[src/design/odo_pkg.sv]
// Shared types, constants and tables of the differential-drive odometry block.
package odo_pkg;

    // Number of CORDIC micro-rotations per heading evaluation.
    localparam int CORDIC_STEPS = 24;
    localparam int CORDIC_IW    = $clog2(CORDIC_STEPS);

    // Angle and vector width inside the CORDIC unit.
    localparam int ANG_W = 34;

    // Angle constants in Q.28 and the CORDIC start gain in Q2.30.
    localparam logic signed [ANG_W-1:0] Q28_PI      = 34'sd843314857;
    localparam logic signed [ANG_W-1:0] Q28_HALF_PI = 34'sd421657428;
    localparam logic signed [ANG_W-1:0] Q28_TWO_PI  = 34'sd1686629713;
    localparam logic signed [ANG_W-1:0] Q30_GAIN    = 34'sd652032874;

    // Divider geometry: magnitude dividend and step time divisor.
    localparam int DIV_BITS = 64;
    localparam int DIV_CW   = $clog2(DIV_BITS);
    localparam int ST_W     = 24;

    // Configuration register indexes.
    typedef enum logic {
        REG_WHEEL_RADIUS = 1'b0,
        REG_TICK_ANGLE   = 1'b1
    } cfg_reg_t;

    // Main sequencer states.
    typedef enum logic [3:0] {
        S_IDLE, S_PL, S_PR, S_MEAN, S_HI, S_LO, S_DIST, S_CWAIT,
        S_MX, S_MY, S_YUP, S_DIV, S_DWAIT, S_COMMIT, S_DONE
    } odo_state_t;

    typedef enum logic [1:0] {C_IDLE, C_WRAP, C_FOLD, C_ITER} cordic_state_t;
    typedef enum logic {D_IDLE, D_RUN} div_state_t;

    // Status returned by the CORDIC unit.
    typedef struct packed {
        logic                    busy;
        logic signed [ANG_W-1:0] cos_v;
        logic signed [ANG_W-1:0] sin_v;
    } cordic_res_t;

    // Status returned by the divider.
    typedef struct packed {
        logic                busy;
        logic [DIV_BITS-1:0] quotient;
    } div_res_t;

    // Arctangent of 2^-i in Q.28.
    function automatic logic signed [ANG_W-1:0] atan_q28(input logic [4:0] i);
        logic signed [ANG_W-1:0] v;
        unique case (i)
            5'd0:  v = 34'sd210828714;
            5'd1:  v = 34'sd124459457;
            5'd2:  v = 34'sd65760959;
            5'd3:  v = 34'sd33381290;
            5'd4:  v = 34'sd16755422;
            5'd5:  v = 34'sd8385879;
            5'd6:  v = 34'sd4193963;
            5'd7:  v = 34'sd2097109;
            5'd8:  v = 34'sd1048571;
            5'd9:  v = 34'sd524287;
            5'd10: v = 34'sd262144;
            5'd11: v = 34'sd131072;
            5'd12: v = 34'sd65536;
            5'd13: v = 34'sd32768;
            5'd14: v = 34'sd16384;
            5'd15: v = 34'sd8192;
            5'd16: v = 34'sd4096;
            5'd17: v = 34'sd2048;
            5'd18: v = 34'sd1024;
            5'd19: v = 34'sd512;
            5'd20: v = 34'sd256;
            5'd21: v = 34'sd128;
            5'd22: v = 34'sd64;
            5'd23: v = 34'sd32;
            5'd24: v = 34'sd16;
            5'd25: v = 34'sd8;
            5'd26: v = 34'sd4;
            5'd27: v = 34'sd2;
            5'd28: v = 34'sd1;
            default: v = '0;
        endcase
        return v;
    endfunction

endpackage

[src/design/odo_cordic.sv]
// Iterative CORDIC unit: range reduction, quadrant fold and rotation steps.
module odo_cordic import odo_pkg::*; (
    input  logic                    aclk,
    input  logic                    aresetn,
    input  logic                    start,
    input  logic signed [ANG_W-1:0] angle,
    output cordic_res_t             res
);

    cordic_state_t           state_reg, state_next;
    logic signed [ANG_W-1:0] ang_reg, x_reg, y_reg;
    logic                    flip_reg;
    logic [CORDIC_IW-1:0]    iter_reg;
    logic signed [ANG_W-1:0] sx, sy;

    assign sx = x_reg >>> iter_reg;
    assign sy = y_reg >>> iter_reg;

    // Next state.
    always_comb begin
        state_next = state_reg;
        unique case (state_reg)
            C_IDLE: if (start) state_next = C_WRAP;
            C_WRAP: if (ang_reg <= Q28_PI && ang_reg >= -Q28_PI) state_next = C_FOLD;
            C_FOLD: state_next = C_ITER;
            C_ITER: if (iter_reg == CORDIC_IW'(CORDIC_STEPS - 1)) state_next = C_IDLE;
            default: state_next = C_IDLE;
        endcase
    end

    always_ff @(posedge aclk) begin
        if (!aresetn) begin
            state_reg <= C_IDLE;
        end else begin
            state_reg <= state_next;
        end
    end

    // Datapath: one subtract per cycle while wrapping, one rotation per cycle after.
    always_ff @(posedge aclk) begin
        unique case (state_reg)
            C_IDLE: begin
                if (start) begin
                    ang_reg  <= angle;
                    x_reg    <= Q30_GAIN;
                    y_reg    <= '0;
                    flip_reg <= 1'b0;
                    iter_reg <= '0;
                end
            end
            C_WRAP: begin
                if (ang_reg > Q28_PI) begin
                    ang_reg <= ang_reg - Q28_TWO_PI;
                end else if (ang_reg < -Q28_PI) begin
                    ang_reg <= ang_reg + Q28_TWO_PI;
                end
            end
            C_FOLD: begin
                if (ang_reg > Q28_HALF_PI) begin
                    ang_reg  <= ang_reg - Q28_PI;
                    flip_reg <= 1'b1;
                end else if (ang_reg < -Q28_HALF_PI) begin
                    ang_reg  <= ang_reg + Q28_PI;
                    flip_reg <= 1'b1;
                end
            end
            C_ITER: begin
                if (!ang_reg[ANG_W-1]) begin
                    x_reg   <= x_reg - sy;
                    y_reg   <= y_reg + sx;
                    ang_reg <= ang_reg - atan_q28(5'(iter_reg));
                end else begin
                    x_reg   <= x_reg + sy;
                    y_reg   <= y_reg - sx;
                    ang_reg <= ang_reg + atan_q28(5'(iter_reg));
                end
                iter_reg <= iter_reg + 1'b1;
            end
            default: ;
        endcase
    end

    // Results carry the half-turn flip from the fold.
    assign res.busy  = (state_reg != C_IDLE);
    assign res.cos_v = flip_reg ? -x_reg : x_reg;
    assign res.sin_v = flip_reg ? -y_reg : y_reg;

endmodule

[config.mk]
export PLATFORM = sky130hd
export DESIGN_NAME = odo_cordic
export DESIGN_NICKNAME = d
export VERILOG_FILES = /design/src/design/odo_pkg.sv /design/src/design/odo_cordic.sv
export SDC_FILE = /design/constraint.sdc
export NUM_CORES = 1
export LEC_CHECK = 0
export BUFFER_PORTS_ARGS = -buffer_cell sky130_fd_sc_hd__buf_4
export CORE_ASPECT_RATIO = 0.7
export CORE_MARGIN = 5
export CORE_UTILIZATION = 56
export CTS_CLUSTER_SIZE = 25
export DETAILED_ROUTE_END_ITERATION = 8
export PLACE_DENSITY = 0.74
export SLEW_MARGIN = 20
export SYNTH_ARGS = -nofsm -noshare
export SYNTH_HDL_FRONTEND = slang
export SYNTH_SLANG_ARGS = --single-unit
[constraint.sdc]
create_clock -name aclk -period 8.25 [get_ports aclk]
set_clock_uncertainty 0.15 [all_clocks]
set_input_delay 1.65 -clock aclk [delete_from_list [all_inputs] [get_ports aclk]]
set_output_delay 1.65 -clock aclk [all_outputs]
set_load 0.01 [all_outputs]
# == Yosys cells after proc, flatten, opt, wreduce, memory -nomap -nowiden ==
# Memories as Yosys holds them, arrays and structs flattened. A register that Yosys moved wholly into a read port is not among the register bits.
# Index checks and enable logic that the tools add are counted.
# word_totals
reg_bits,110
memories,2
mem_bits_ro,1792
elab_cells,78
output_inout_bits,69
# classes
n_lt_le_gt_ge,6
n_eq_ne,9
n_addsub,13
reduce_logical,9
n_mux,31
n_shift,2
# mem_list
name,depth,word_bits,rd,rd_clocked_by_memory_dff,write_ports,line,text
(no name shown),32,28,1,1,0,odo_pkg.sv:53,unique case (i)
(no name shown),32,28,1,1,0,odo_pkg.sv:53,
# op_table
op,count
two-way mux 34 bit,16
one-hot mux 34 bit (2 select lines),2
one-hot mux 34 bit (4 select lines),1
adder 34 bit,3
subtractor 34 bit,3
negator 34 bit,2
>>> shifter 34 x 5 -> 34 bit,2
"adder 34 x 31 -> 34 bit, second input constant",1
"adder 34 x 32 -> 34 bit, second input constant",1
"greater-or-equal comparator 34 x 31 -> 1 bit, second input constant",1
"> comparator 34 x 30 -> 1 bit, second input constant",1
"> comparator 34 x 31 -> 1 bit, second input constant",1
"less-or-equal comparator 34 x 31 -> 1 bit, second input constant",1
"< comparator 34 x 30 -> 1 bit, second input constant",1
"< comparator 34 x 31 -> 1 bit, second input constant",1
"subtractor 34 x 31 -> 34 bit, second input constant",1
"subtractor 34 x 32 -> 34 bit, second input constant",1
two-way mux 5 bit,3
one-hot mux 5 bit (2 select lines),1
AND reduction 3 bit,3
one-hot mux 2 bit (4 select lines),1
two-way mux 2 bit,3
"inequality test 2 bit, second input constant",3
"inequality test 3 bit, second input constant",2
other kinds (10),15

# == Logic depth before layout (Yosys ltp) ==
# depth
word_depth,5
ltp_mapped,25
mapped_depth_nobuf,23

# == Worst setup path after synthesis ==
# Ideal clock, no wire load.
# synth_timing
path_type,register to register
start,register ang_reg[12]
end,register ang_reg[25] (data pin)
path_stages_with_launch,23
n_path_buf,1
required_ns,7.943
arrival_ns,5.455
setup_slack_ns,2.488
path_cell_list,edfxtp_1 > clkbuf_1 > and4_1 > and3_1 > and3_1 > and3_1 > o41ai_1 > a211oi_1 > nor2_1 > nor2_1 > a21oi_1 > o21ai_0 > ha_1 > a21o_1 > a21o_1 > a2111oi_0 > o31ai_1 > a311oi_1 > o31a_1 > a21oi_1 > a31o_2 > or3b_1 > a32oi_1
# synth_between
elab_chain_len,4
word_cells_on_any_way,14
classes_between,6 x add/sub; 2 x order compare; 6 x mux
# synth_rtl
element,line,text
start: declaration,odo_cordic.sv:11,"logic signed [ANG_W-1:0] ang_reg, x_reg, y_reg;"
start signal: assignment,odo_cordic.sv:44,ang_reg <= angle;
start signal: assignment,odo_cordic.sv:53,ang_reg <= ang_reg - Q28_TWO_PI;
start signal: assignment,odo_cordic.sv:55,ang_reg <= ang_reg + Q28_TWO_PI;
adder 34 x 31 -> 34 bit / adder 34 x 32 -> 34 bit (equally long branches),"odo_cordic.sv:63, odo_cordic.sv:55",
two-way mux 34 bit (on tied branches),"odo_cordic.sv:62, odo_cordic.sv:54",
two-way mux 34 bit (on tied branches),"odo_cordic.sv:59, odo_cordic.sv:52",
one-hot mux 34 bit (4 select lines) (*),odo_cordic.sv:41,unique case (state_reg)
# Mark *: on every way between the ends. The rest lies on a longest branch, timed or not. The select of a mux whose other input is x is not followed.
# A chain may end at the register's enable or synchronous reset.

# == Final worst setup path ==
# layout_timing
start,register ang_reg[1]
end,register ang_reg[25] (data pin)
# The elaborated chain is that of the path after synthesis.

==> summary.md <==
| Metric | Value |
|---|---|
| Crit. End Element | `flop` |
| Drt wl/cell | `26.5 um` |
| Mapped Area | `0.0207 mm^2` |
| Largest net degree at the start of global routing | `106` |
| Crit Path Class | `reg -> reg` |
| Post-synth top flop | `edfxtp_1` |
| Synthesis Warnings | `0` |
| Vias in the first global route | `19400` |
| Min Hold Slack | `444 ps` |
| RSZ-0062 raised after global routing | `false` |
| Vias per cell | `7.14` |
| Share of cells above drive strength 1 | `0.131` |
| Rel. slew slack | `0.261` |
| Worst-Margin Slew | `1110 ps` |
| Fmax | `135 MHz` |
| Async SR Flop Fraction | `0` |
| MaxCap Viol Count | `0` |
| Register area share after synthesis | `0.185` |
| Sink Count | `138` |
| Synth cell types | `104` |
| Post-cts resize count | `0` |
| Final cycle utilization of the critical path | `0.900` |
| I/O pin cnt | `106` |
| Sum Neg Setup Slack | `0 ps` |
| DP Wirelength | `61.0 mm` |
| Worst min-delay path category | `reg -> reg` |
| CTS max path bufs | `2` |
| Finish-stage setup viols | `0` |
| Worst skew pair latency | `470 ps` |
| EDFF count, synth | `108` |
| Hold-fix buffers, CTS | `0` |
| Mapped Cells | `2543` |
| Share of the synthesized area in the top cell type | `0.156` |
| First-pass GRT wire length | `120 mm` |
| CTS tree | `yes` |
| GRT Total Usage | `0.378` |
| Synthesized flop and latch total | `138` |
| Iter 0 DRT Violations | `3217` |
| Final Max Slew Viols | `0` |
| DRC viols | `0` |
| CTS HTree Levels | `4` |
| Die extent in y | `171 um` |
| Final nets | `2673` |
| Clock transition at the registers of the reported paths | `80 ps` |
| Synthesized area per cell | `8.15 um^2` |
| CTS root buffer | `clkbuf_16` |
| Final Critical Period | `7430 ps` |
| Startpoint Class | `flop` |
| First-pass DRT Iterations | `6` |
| Fin. Hold Viols | `0` |
| Cell Rows | `59` |
| Initial Util | `0.563` |
| Die area | `0.0410 mm^2` |
| Syn_nets | `2703` |
| Routability cong. | `1.05` |
| Final global-route overflow total | `0` |
| Max FO, Critical Path | `8` |
| Worst EP required | `8410 ps` |
| CTS buffer count | `17` |
| Antenna Nets Post-Route | `0` |
| Status | `complete, no violations` |
| Area grow syn2layout | `7.26%` |
| Core Box Area | `0.0368 mm^2` |
| Post-CTS Setup Bufs | `0` |
| Largest cells by area after synthesis | `edfxtp_1 16%, mux4_2 8.3%, ha_1 7.2%, xnor2_1 6.7%, a21oi_1 5.7%` |
| Arrival time at the worst endpoint | `7590 ps` |
| Die Span X | `240 um` |
| Synth area leader | `edfxtp_1` |
| FILL cells | `3220` |
| Post-Route WL | `79.9 mm` |
| Port Buffers | `105` |
| Initial antenna violation count | `1` |
| Via count | `21500` |
-- per-stage QoR --
step	cells	setup WS, ps	util	cell area (um^2)
floorplan	2543	2490	-	20700
global placement	2981	1090	0.586	21600
detailed placement	2981	1210	0.586	21600
CTS	3013	1150	0.603	22200
global route	3014	413	0.603	22200
finish	3015	824	0.603	22200
-- path summary, 6_finish.rpt --
kind,start,end,slack [ps],depth (start not counted)
worst max-delay path,ang_reg[1]$_DFFE_PP_,ang_reg[25]$_DFFE_PP_,820,23
worst min-delay path,state_reg[1]$_SDFFE_PN0P_,state_reg[1]$_SDFFE_PN0P_,440,2
worst max register to register,ang_reg[1]$_DFFE_PP_,ang_reg[25]$_DFFE_PP_,820,23
worst min register to register,state_reg[1]$_SDFFE_PN0P_,state_reg[1]$_SDFFE_PN0P_,440,2
-- final cells by class --
| type | instances | area, um^2 | share of cell area |
|---|---|---|---|
| clock buffer | 17 | 425 | 0.0191 |
| inverter | 85 | 319 | 0.0144 |
| clock inverter | 15 | 191 | 0.00861 |
| sequential | 138 | 3840 | 0.173 |
| antenna | 1 | 2.50 | 0.000113 |
| tap | 488 | 611 | 0.0275 |
| multi-input combinational | 2124 | 15700 | 0.705 |
| timing repair buffer | 147 | 1170 | 0.0525 |
-- routing by layer --
metal | wire (um) | vias up | global-route usage
met1 | 36100 | 10300 | 0.601
met3 | 12000 | 121 | 0.125
met5 | 17 | - | 0
li1 | - | 9505 | -
met2 | 30400 | 1566 | 0.488
met4 | 1410 | 2 | 0.0826
-- logic make-up (layout without fill, tap and decap cells) --
group / Yosys count / in the layout / share of synthesized area
other: 0 / 1 / 0
muxes: 169 / 169 / 0.132
DFF: 138 / 138 / 0.185
and+or+nand+nor: 753 / 753 / 0.179
buffers and inverters: 281 / 264 / 0.0600
AOI/OAI and AO/OA: 828 / 828 / 0.263
xor gates and xnor gates: 251 / 251 / 0.106
adders and majority gates: 123 / 123 / 0.0753
-- cell usage in the layout, fill, tap and decap left out, types with 26 or more instances in the layout --
cell type and n:
xor2_1 93, nor2_1 213, and3_1 31, inv_1 80, a21oi_1 235, xnor2_1 158
mux2i_1 56, nor2b_1 26, dfxtp_1 30, a31oi_1 42, a21o_1 61, buf_4 141
mux2_2 28, a211oi_1 34, a221oi_1 30, ha_1 118, and2_1 27, o22ai_1 32
edfxtp_1 108, nand2b_1 39, nand2_1 210, nor3_1 41, mux4_2 76, nand3_1 42
o21ai_0 156
-- cells in the mapped netlist, types with 27 or more instances --
cell / instances
a211oi_1: 34
nand2b_1: 39
ha_1: 120
a21o_1: 61
inv_1: 82
mux2i_1: 56
nand2_1: 210
edfxtp_1: 108
and2_1: 27
dfxtp_1: 30
nor2_1: 213
a31oi_1: 42
and3_1: 31
mux4_2: 76
mux2_2: 28
a21oi_1: 236
nand3_1: 42
xnor2_1: 158
o22ai_1: 32
buf_2: 27
clkbuf_1: 126
nor3_1: 42
o21ai_0: 156
xor2_1: 93
a221oi_1: 30
-- worst max-delay path, cell delays in order, from the launching register on --
cell and delay [ps]:
edfxtp_1 500, inv_1 110, ha_1 250, nand2b_1 110, a21oi_1 90, o211ai_1 340, and3_1 280, o41ai_1 160
a211oi_1 530, nor2_1 160, nor2_1 630, a21oi_1 70, o21ai_0 320, ha_1 300, a21o_1 150, a21o_1 200
a2111oi_0 610, o31ai_1 310, a311oi_1 650, o31a_1 320, a21oi_1 180, a31o_2 300, or3b_1 350, a32oi_1 190
Power is not shown: default switching activity piles up to over one toggle a cycle in this logic, so the estimate is an artifact.
