--- src/design/odo_pkg.sv ---
// Shared types, constants and tables of the differential-drive odometry block.
package odo_pkg;

    // Number of CORDIC micro-rotations per heading evaluation.
    localparam int CORDIC_STEPS = 24;
    localparam int CORDIC_IW    = $clog2(CORDIC_STEPS);

    // Angle and vector width inside the CORDIC unit.
    localparam int ANG_W = 34;

    // Angle constants in Q.28 and the CORDIC start gain in Q2.30.
    localparam logic signed [ANG_W-1:0] Q28_PI      = 34'sd843314857;
    localparam logic signed [ANG_W-1:0] Q28_HALF_PI = 34'sd421657428;
    localparam logic signed [ANG_W-1:0] Q28_TWO_PI  = 34'sd1686629713;
    localparam logic signed [ANG_W-1:0] Q30_GAIN    = 34'sd652032874;

    // Divider geometry: magnitude dividend and step time divisor.
    localparam int DIV_BITS = 64;
    localparam int DIV_CW   = $clog2(DIV_BITS);
    localparam int ST_W     = 24;

    // Configuration register indexes.
    typedef enum logic {
        REG_WHEEL_RADIUS = 1'b0,
        REG_TICK_ANGLE   = 1'b1
    } cfg_reg_t;

    // Main sequencer states.
    typedef enum logic [3:0] {
        S_IDLE, S_PL, S_PR, S_MEAN, S_HI, S_LO, S_DIST, S_CWAIT,
        S_MX, S_MY, S_YUP, S_DIV, S_DWAIT, S_COMMIT, S_DONE
    } odo_state_t;

    typedef enum logic [1:0] {C_IDLE, C_WRAP, C_FOLD, C_ITER} cordic_state_t;
    typedef enum logic {D_IDLE, D_RUN} div_state_t;

    // Status returned by the CORDIC unit.
    typedef struct packed {
        logic                    busy;
        logic signed [ANG_W-1:0] cos_v;
        logic signed [ANG_W-1:0] sin_v;
    } cordic_res_t;

    // Status returned by the divider.
    typedef struct packed {
        logic                busy;
        logic [DIV_BITS-1:0] quotient;
    } div_res_t;

    // Arctangent of 2^-i in Q.28.
    function automatic logic signed [ANG_W-1:0] atan_q28(input logic [4:0] i);
        logic signed [ANG_W-1:0] v;
        unique case (i)
            5'd0:  v = 34'sd210828714;
            5'd1:  v = 34'sd124459457;
            5'd2:  v = 34'sd65760959;
            5'd3:  v = 34'sd33381290;
            5'd4:  v = 34'sd16755422;
            5'd5:  v = 34'sd8385879;
            5'd6:  v = 34'sd4193963;
            5'd7:  v = 34'sd2097109;
            5'd8:  v = 34'sd1048571;
            5'd9:  v = 34'sd524287;
            5'd10: v = 34'sd262144;
            5'd11: v = 34'sd131072;
            5'd12: v = 34'sd65536;
            5'd13: v = 34'sd32768;
            5'd14: v = 34'sd16384;
            5'd15: v = 34'sd8192;
            5'd16: v = 34'sd4096;
            5'd17: v = 34'sd2048;
            5'd18: v = 34'sd1024;
            5'd19: v = 34'sd512;
            5'd20: v = 34'sd256;
            5'd21: v = 34'sd128;
            5'd22: v = 34'sd64;
            5'd23: v = 34'sd32;
            5'd24: v = 34'sd16;
            5'd25: v = 34'sd8;
            5'd26: v = 34'sd4;
            5'd27: v = 34'sd2;
            5'd28: v = 34'sd1;
            default: v = '0;
        endcase
        return v;
    endfunction

endpackage

--- src/design/odo_divider.sv ---
// Restoring divider, one quotient bit per cycle, unsigned magnitudes.
module odo_divider import odo_pkg::*; (
    input  logic                aclk,
    input  logic                aresetn,
    input  logic                start,
    input  logic [DIV_BITS-1:0] dividend,
    input  logic [ST_W-1:0]     divisor,
    output div_res_t            res
);

    div_state_t          state_reg, state_next;
    logic [DIV_BITS-1:0] quo_reg;
    logic [ST_W-1:0]     rem_reg, div_reg;
    logic [DIV_CW-1:0]   cnt_reg;
    logic [ST_W:0]       trial;
    logic                fits;

    assign trial = {rem_reg, quo_reg[DIV_BITS-1]};
    assign fits  = (trial >= {1'b0, div_reg});

    always_comb begin
        state_next = state_reg;
        unique case (state_reg)
            D_IDLE: if (start) state_next = D_RUN;
            D_RUN:  if (cnt_reg == DIV_CW'(DIV_BITS - 1)) state_next = D_IDLE;
            default: state_next = D_IDLE;
        endcase
    end

    always_ff @(posedge aclk) begin
        if (!aresetn) begin
            state_reg <= D_IDLE;
        end else begin
            state_reg <= state_next;
        end
    end

    // Dividend shifts out at the top while quotient bits shift in at the bottom.
    always_ff @(posedge aclk) begin
        if (state_reg == D_IDLE) begin
            if (start) begin
                quo_reg <= dividend;
                div_reg <= divisor;
                rem_reg <= '0;
                cnt_reg <= '0;
            end
        end else begin
            rem_reg <= fits ? ST_W'(trial - {1'b0, div_reg}) : trial[ST_W-1:0];
            quo_reg <= {quo_reg[DIV_BITS-2:0], fits};
            cnt_reg <= cnt_reg + 1'b1;
        end
    end

    assign res.busy     = (state_reg != D_IDLE);
    assign res.quotient = quo_reg;

endmodule

--- config.mk ---
export PLATFORM = sky130hd
export DESIGN_NAME = odo_divider
export DESIGN_NICKNAME = d
export VERILOG_FILES = /design/src/design/odo_pkg.sv /design/src/design/odo_divider.sv
export SDC_FILE = /design/constraint.sdc
export NUM_CORES = 1
export LEC_CHECK = 0
export BUFFER_PORTS_ARGS = -buffer_cell sky130_fd_sc_hd__buf_2
export CORE_MARGIN = 4
export CORE_UTILIZATION = 49
export CTS_BUF_LIST = sky130_fd_sc_hd__clkbuf_4 sky130_fd_sc_hd__clkbuf_8 sky130_fd_sc_hd__clkbuf_16
export CTS_CLUSTER_DIAMETER = 100
export DETAILED_ROUTE_END_ITERATION = 8
export PLACE_DENSITY = 0.87
export SLEW_MARGIN = 20
export SYNTH_ARGS = -nofsm -noshare
export SYNTH_HDL_FRONTEND = slang
export SYNTH_SLANG_ARGS = --single-unit
--- constraint.sdc ---
create_clock -name aclk -period 2.5 [get_ports aclk]
set_clock_uncertainty 0.15 [all_clocks]
set_input_delay 0.25 -clock aclk [delete_from_list [all_inputs] [get_ports aclk]]
set_output_delay 0.25 -clock aclk [all_outputs]
set_load 0.005 [all_outputs]
* After elaboration in Yosys (flattened, before gate mapping)
Index checks and enable logic that the tools add are counted.
** Word-level totals
- Bits in read-only memories :: 0
- RAM bits :: 0
- Input bits :: 91
- Memories kept :: 0
- Bits in registers :: 119
- Latch bits :: 0
** Cells by class
- Magnitude comparators :: 1
- Shift operators :: 0
- Bitwise logic cells :: 1
- Eq/ne operators :: 1
- $mul :: 0
- Reductions and logical operators :: 2
- Multiplexer cells :: 10
- $add $sub $neg :: 2
- Div/mod/pow operators :: 0
** Operators by type and width (count)
- two-way mux 64 bit :: 2
- two-way mux 24 bit :: 3
- greater-or-equal comparator 25 x 24 -> 1 bit :: 1
- subtractor 24 bit :: 1
- two-way mux 6 bit :: 2
- adder 6 x 1 -> 6 bit, second input constant :: 1
- == test 6 bit, second input constant :: 1
- two-way mux 1 bit :: 2
- case mux 1 bit (2 select lines) :: 1
- AND reduction 2 bit :: 1
- nonzero test 2 bit :: 1
- inverter 1 bit :: 1

* Logic depth before layout (Yosys ltp)
Gate-level depths: netlist of the first run.
- Depth in word-level cells :: 3
- Gate-level depth with buffers :: 11
- Gate-level depth less buffers :: 11

* Worst setup path after synthesis of the first run
No wires, ideal clock.
- Path kind :: register to register
- Start :: register rem_reg[5]
- End :: register rem_reg[23] (data pin)
- Library setup time :: 269 ps
- Stages on the path, launching flop included :: 10
- Buffers on the path :: 1
- Data arrival time :: 2317 ps
- Required time :: 2081 ps
- Clock period less this slack :: 2736 ps
- Path slack :: -236 ps
- Cells stage by stage :: edfxtp_1 > ha_1 > a21o_1 > a2111o_1 > o211ai_2 > a211oi_2 > o21ba_2 > buf_4 > o2111ai_1 > nand4_1
** On the way
- Word-level cells in the longest chain between the ends :: 3
- Elaborated cells on any way between the ends :: 4
- Classes of those cells :: add/sub: 1; order compare: 1; mux: 2
** RTL lines
- start, declared :: RTL line odo_divider.sv:13 : logic [ST_W-1:0] rem_reg, div_reg;
- start signal, assigned :: RTL line odo_divider.sv:48 : rem_reg <= fits ? ST_W'(trial - {1'b0, div_reg}) : trial[ST_W-1:0];
- subtractor 24 bit / greater-or-equal comparator 25 x 24 -> 1 bit (equally long branches) :: RTL line odo_divider.sv:48, odo_divider.sv:19
- two-way mux 24 bit (*) :: RTL line odo_divider.sv:48
- two-way mux 24 bit (*) :: RTL line odo_divider.sv:40 : if (state_reg == D_IDLE) begin
Mark *: on every way between the ends. The rest lies on a longest branch, timed or not.
A chain may end at the register's enable or synchronous reset.

* Worst setup path after layout of the first run
- Start :: register rem_reg[3]
- End :: register rem_reg[17] (data pin)
Same word-level chain as after synthesis.

==> results of run 1 <==
-- final cells by class --
cell class | count | area [sq um] | area share
inverter | 30 | 113 | 0.0118
tap | 172 | 215 | 0.0226
clock buffer | 18 | 433 | 0.0454
clock inverter | 14 | 171 | 0.0180
sequential | 119 | 3560 | 0.374
multi-input combinational | 327 | 2800 | 0.294
timing repair buffer | 311 | 2240 | 0.235
-- cell families after synthesis --
kind of cell	synth area share
mux	0.114
fa+ha+maj	0.0529
buf+inv	0.0370
simple gates	0.0827
flops	0.566
compound gates	0.124
xor+xnor	0.0236
-- per-stage QoR --
| stage | hold slack, ns | area [sq um] | util |
|---|---|---|---|
| 2_1_floorplan | 0.199 | 6370 | - |
| 3_3_place_gp | 0.279 | 7770 | 0.616 |
| 3_5_place_dp | 0.278 | 7770 | 0.616 |
| 4_1_cts | 0.000857 | 9390 | 0.744 |
| 5_1_grt | 0.0140 | 9540 | 0.756 |
| 6_report | 0.0204 | 9540 | 0.756 |
-- worst max-delay path, stage by stage, from the launching register on --
cell and delay [ns]:
edfxtp_1 0.48, ha_4 0.34, nand3_2 0.09, o21bai_4 0.19, a21oi_2 0.20, o211ai_2 0.14
a211oi_2 0.33, o21ba_2 0.23, buf_4 0.19, o211ai_1 0.10, a21oi_1 0.21
-- path summary, 6_finish.rpt --
check | start | end | slack, ns | cells after the start
setup / recovery | rem_reg[3] | rem_reg[17] | -0.35 | 10
hold / removal | dividend[37] | quo_reg[37] | 0.02 | 2
setup reg to reg | rem_reg[3] | rem_reg[17] | -0.35 | 10
hold reg to reg | quo_reg[16] | quo_reg[17] | 0.42 | 1
-- where the power goes --
group          switching [W]  leakage (nW)  internal, W
combinational       0.000999          2.52     0.000988
clock               0.000978         0.280      0.00158
sequential          0.000161          1.20      0.00247
total                0.00214          4.00      0.00504
-- synth_stat cells (all sizes together), types with 10 or more instances --
library cell | instances | share of area
inv | 29 | 0.017
nor3 | 11 | 0.0087
a21oi | 36 | 0.029
edfxtp | 118 | 0.56
mux2 | 63 | 0.11
xnor2 | 10 | 0.014
clkbuf | 12 | 0.0087
ha | 25 | 0.050
nand3 | 28 | 0.022
o21ai | 27 | 0.021
nand2 | 14 | 0.0083
nor2 | 21 | 0.013
-- cells in the final DEF, fill, tap and decap left out, drive strengths merged, types with 3 or more instances in the layout --
| master | n |
|---|---|
| nand3 | 28 |
| nor2 | 21 |
| nor3 | 11 |
| clkbuf | 18 |
| o21a | 7 |
| o21bai | 6 |
| a21oi | 36 |
| buf | 227 |
| clkinvlp | 5 |
| or3 | 3 |
| dlygate4sd3 | 84 |
| bufinv | 3 |
| o211ai | 3 |
| nand2 | 14 |
| nor2b | 6 |
| xnor2 | 10 |
| clkinv | 4 |
| a211o | 3 |
| inv | 32 |
| a21o | 9 |
| nand4 | 4 |
| and3 | 5 |
| edfxtp | 118 |
| o311a | 3 |
| xor2 | 7 |
| and2 | 3 |
| mux2 | 63 |
| ha | 25 |
| o21ai | 27 |
-- metal layers --
| metal | global-route usage | vias to the layer above | routed length (um) |
|---|---|---|---|
| met2 | 0.512 | 420 | 11100 |
| met4 | 0.132 | 0 | 991 |
| met5 | 0 | - | 0 |
| li1 | - | 2526 | - |
| met3 | 0.0956 | 95 | 1930 |
| met1 | 0.338 | 2778 | 7820 |
-- timing repair --
| item | CTS | global route |
|---|---|---|
| setup buffers | 7 | 2 |
| pin swaps | 16 | 15 |
| gates resized for setup | 30 | 25 |
| hold endpoints to repair | 83 | 1 |
| endpoints found under the setup margin | 25 | 25 |
| hold buffers | 83 | 1 |
==> metrics.txt, run 1 <==
status finished, violations left; violated checks negative setup slack; synth-to-layout area growth 51.5%; Max Cap Viol 0; die width 121 um; hold crit path type in2reg; post-DR wirelength/cell 22.1 um; final number of hold-violating endpoints 0; gr usage total 0.298; NumNets Final 923; PnR worst setup slack -0.354 ns; H-tree levels 4; WL final 21900 um; post-route ant nets 0; Core ar. 12600 sq um; Final Max Tran Viols 0; register area share after synthesis 0.566; Tmin final 2.85 ns; Crit Path Class reg2reg; RSZ-0062 raised after global routing yes; CTS tree yes; Clock Sinks 119; Worst-path clk slew 0.06 ns; initial antenna violation count 0; clock latency on the worst-skew pair 0.43 ns; Final Total Pwr 0.00718 W; post-placement cell count 867; synth warn 0; clk buf depth 2; Crit. End Element flop; Fillers 732; largest net degree at the start of global routing 67; grt ovf 0; Worst VDD drop 0.000547 V; I/O Buffers 155; P per Cell Area 753 nW/um^2; Synth Flop Type edfxtp_1; Syn Nets 612; maximum clock frequency 350 MHz; Distinct cells, synth 65; root buffer cell clkbuf_16; Worst EP arrival 2.96 ns; # rows 41; Final Wtd Congestion 0.944; final setup violation count 25; die area 14700 sq um; Fin Setup TNS -6.90 ns; EDFF count, synth 118; Vias 5819; vias in the first global route 6074; Final period util 1.14; Worst Tran Pin Value 0.465 ns; Starting Density 0.499; Boundary Pins 156; Place WS -0.390 ns; Static Leak 4.00 nW; Seq cells post-synth 119; Rel. slew slack 0.682; # DRC 0; TritonCTS Buffers 17; Initial DRT Pass Iterations 5; Vias/cell 5.87; final std cells w/o fill 991; Cells after Synth 495; layout cells sized above 1 0.463; max reg flops 64; Cell Area, Synth 6300 sq um; Avg Synthesized Cell Area 12.7 sq um; HPWL Detailed 12100 um; Async SR Flop Fraction 0; CP startpoint kind flop; initial drt markers 666; largest fanout on the critical path 7; # diodes 0; first-pass GRT wire length 33200 um; Worst EP required 2.60 ns; Die Y 121 um
(Power assumes the default switching activity.)
==> run 2, diff against run 1 <==
--- a/config.mk
+++ b/config.mk
@@ -7,5 +7,6 @@
 export LEC_CHECK = 0
+export ABC_AREA = 1
 export BUFFER_PORTS_ARGS = -buffer_cell sky130_fd_sc_hd__buf_2
 export CORE_MARGIN = 4
-export CORE_UTILIZATION = 49
+export CORE_UTILIZATION = 50
 export CTS_BUF_LIST = sky130_fd_sc_hd__clkbuf_4 sky130_fd_sc_hd__clkbuf_8 sky130_fd_sc_hd__clkbuf_16
@@ -13,3 +14,3 @@
 export DETAILED_ROUTE_END_ITERATION = 8
-export PLACE_DENSITY = 0.87
+export PLACE_DENSITY = 0.88
 export SLEW_MARGIN = 20
--- a/constraint.sdc
+++ b/constraint.sdc
@@ -4,2 +4,2 @@
 set_output_delay 0.25 -clock aclk [all_outputs]
-set_load 0.005 [all_outputs]
+set_load 0.05 [all_outputs]
==> metrics.txt, run 2 <==
NumNets Final 1225 (+33%); grt ovf 0 (unchanged); H-tree levels 4 (unchanged); Vias/cell 5.12 (-13%); area occupied by multi-input gates 2840 sq um (+1.4%); largest net degree at the start of global routing 76 (+13%); Cells after Synth 855 (+73%); top cell type's share of synthesized area 0.516 (-0.0466); commonest non-fill, non-tap cell in the layout nand2_1; most common library cells after synthesis nand2_1, edfxtp_1, inv_1, nor2_1, nand3_1; Worst Hold Path EP quo_reg[2]; EDFF count, synth 118 (unchanged); Worst EP required 2.52 ns (-0.08 ns); Worst Tran Pin Value 0.741 ns (+0.276 ns); Synth Flop Type edfxtp_1; Max Cap Viol 0 (unchanged); initial antenna violation count 1 (+1); status finished, final reports clean; gr usage total 0.263 (-0.0347); TritonCTS Buffers 17 (unchanged); HPWL Detailed 12300 um (+2.4%); Final Hold Slack 0.0327 ns (+0.0123 ns); # rows 42 (+2.4%); Die Y 125 um (+3.1%); Place WS 0.0290 ns (+0.419 ns); Async SR Flop Fraction 0 (unchanged); layout cells sized above 1 0.224 (-0.239); Seq cells post-synth 119 (unchanged); Worst VDD drop 0.000642 V (+18%); CP startpoint kind flop; vias in the first global route 6660 (+9.6%); most frequent cell after synthesis nand2_1; Hold Crit Start dividend[2]; Tmin final 2.44 ns (-0.417 ns); P per Cell Area 792 nW/um^2 (+5.2%); FF+latch area 3560 sq um (unchanged); synth-to-layout area growth 38.3%; PnR worst setup slack 0.0630 ns (+0.417 ns); Syn Nets 972 (+59%); Distinct cells, synth 35 (-46%); FF-to-FF path depth 10 (unchanged); post-placement cell count 1176 (+36%); register area share after synthesis 0.519 (-0.0468); Final Wtd Congestion 0.989 (+4.7%); cell taking the most area after synthesis edfxtp_1; RR Endpoint rem_reg[19]; Crit Path Class reg2reg; Final Max Tran Viols 0 (unchanged); synth warn 0 (unchanged); I/O Buffers 155 (unchanged); post-DR wirelength/cell 15.9 um (-28%); hold crit path type in2reg; clk buf depth 2 (unchanged); largest fanout on the critical path 23 (+16); maximum clock frequency 410 MHz (+17%); die area 15700 sq um (+6.4%); final setup violation count 0 (-100%); Worst-path clk slew 0.06 ns (about the same); Static Leak 4.82 nW (+20%); Vias 6647 (+14%); max reg flops 64 (unchanged); Boundary Pins 156 (unchanged); clock latency on the worst-skew pair 0.43 ns (about the same); initial drt markers 579 (-13%); # DRC 0 (unchanged); Starting Density 0.514 (+0.0153); Avg Synthesized Cell Area 8.03 sq um (-37%); final number of hold-violating endpoints 0 (unchanged); flop2flop setup slack 0.06 ns (+0.42 ns); root buffer cell clkbuf_16; Clock Sinks 119 (unchanged); Core ar. 13300 sq um (+5.8%); post-route ant nets 0 (unchanged); final std cells w/o fill 1298 (+31%); Reg-to-Reg Start rem_reg[18]; Hold Path Cell Cnt 3 (+1); Fillers 926 (+27%); Initial DRT Pass Iterations 7 (+2); Final period util 0.975 (-0.167); synth top area cells edfxtp_1, nand2_1, inv_1; die width 125 um (+3.1%); Cell Area, Synth 6860 sq um (+9.0%); Final Total Pwr 0.00752 W (+4.7%); Rel. slew slack 0.506 (-0.176); most frequent cells in the layout nand2_1, buf_2, edfxtp_1; CTS tree yes; Crit. End Element flop; Worst EP arrival 2.45 ns (-0.51 ns); WL final 20600 um (-5.7%); first-pass GRT wire length 33000 um (-0.56%)
-- run 2: stage by stage --
step / TNS [ns] / cell area [sq um] / util
2_1_floorplan: 0 / 6870 / -
3_3_place_gp: 0 / 7900 / 0.592
3_5_place_dp: 0 / 7900 / 0.592
4_1_cts: 0 / 9380 / 0.703
5_1_grt: -0.0105 / 9490 / 0.711
6_report: 0 / 9490 / 0.711
-- run 2: cell type report --
class | instances | area share
flip-flops and latches | 119 | 0.376
multi-input cells | 590 | 0.299
repair buffers | 258 | 0.190
inverters | 122 | 0.0482
clock buffers | 17 | 0.0448
well taps | 176 | 0.0232
clock inverters | 15 | 0.0185
diodes | 1 | 0.000264
-- run 2: worst max path at each step --
stage                       end  cells past startpoint  slack (ns)   startpoint
detailed placement  rem_reg[19]                     11        0.03   rem_reg[6]
floorplan           rem_reg[16]                     15        0.02  quo_reg[63]
CTS                 rem_reg[16]                     15        0.02  quo_reg[63]
global route        rem_reg[19]                     10      -0.008  rem_reg[18]
global placement    rem_reg[19]                     11        0.09   rem_reg[6]
finish              rem_reg[19]                     10        0.06  rem_reg[18]
-- run 2: what timing repair did --
action	in CTS	in global routing
resized for setup	1	13
buffers inserted	0	1
endpoints found under the setup margin	1	23
hold buffers	88	0
hold endpoints to repair	88	0
-- run 2: power breakdown --
part	switching [W]	internal (W)
clock	0.000955	0.00157
sequential	0.000157	0.00249
combinational	0.00154	0.000801
total	0.00266	0.00486
-- run 2: metal layers --
metal | wire (um) | global-route usage | up-vias
met4 | 750 | 0.114 | 0
met1 | 7830 | 0.325 | 2964
met5 | 0 | 0 | -
li1 | - | - | 3202
met2 | 10000 | 0.429 | 407
met3 | 2010 | 0.0793 | 74
-- run 2: cell families after synthesis --
kind of cell | Yosys count | synth area share
AO/OA/AOI/OAI | 23 | 0.0197
XOR/XNOR | 9 | 0.0115
adder cells (fa/ha/maj) | 26 | 0.0485
buffers and inverters | 146 | 0.0844
flip-flops | 119 | 0.519
AND/OR/NAND/NOR | 532 | 0.317
-- run 2: worst max-delay path, stage by stage, from the launching register on --
cell	delay, ns
edfxtp_1	0.41
ha_2	0.41
nand2_1	0.14
nor2_1	0.18
nand3_1	0.11
nand3b_4	0.21
nand3_4	0.14
buf_12	0.18
inv_2	0.05
nor2_1	0.13
nor2_1	0.06
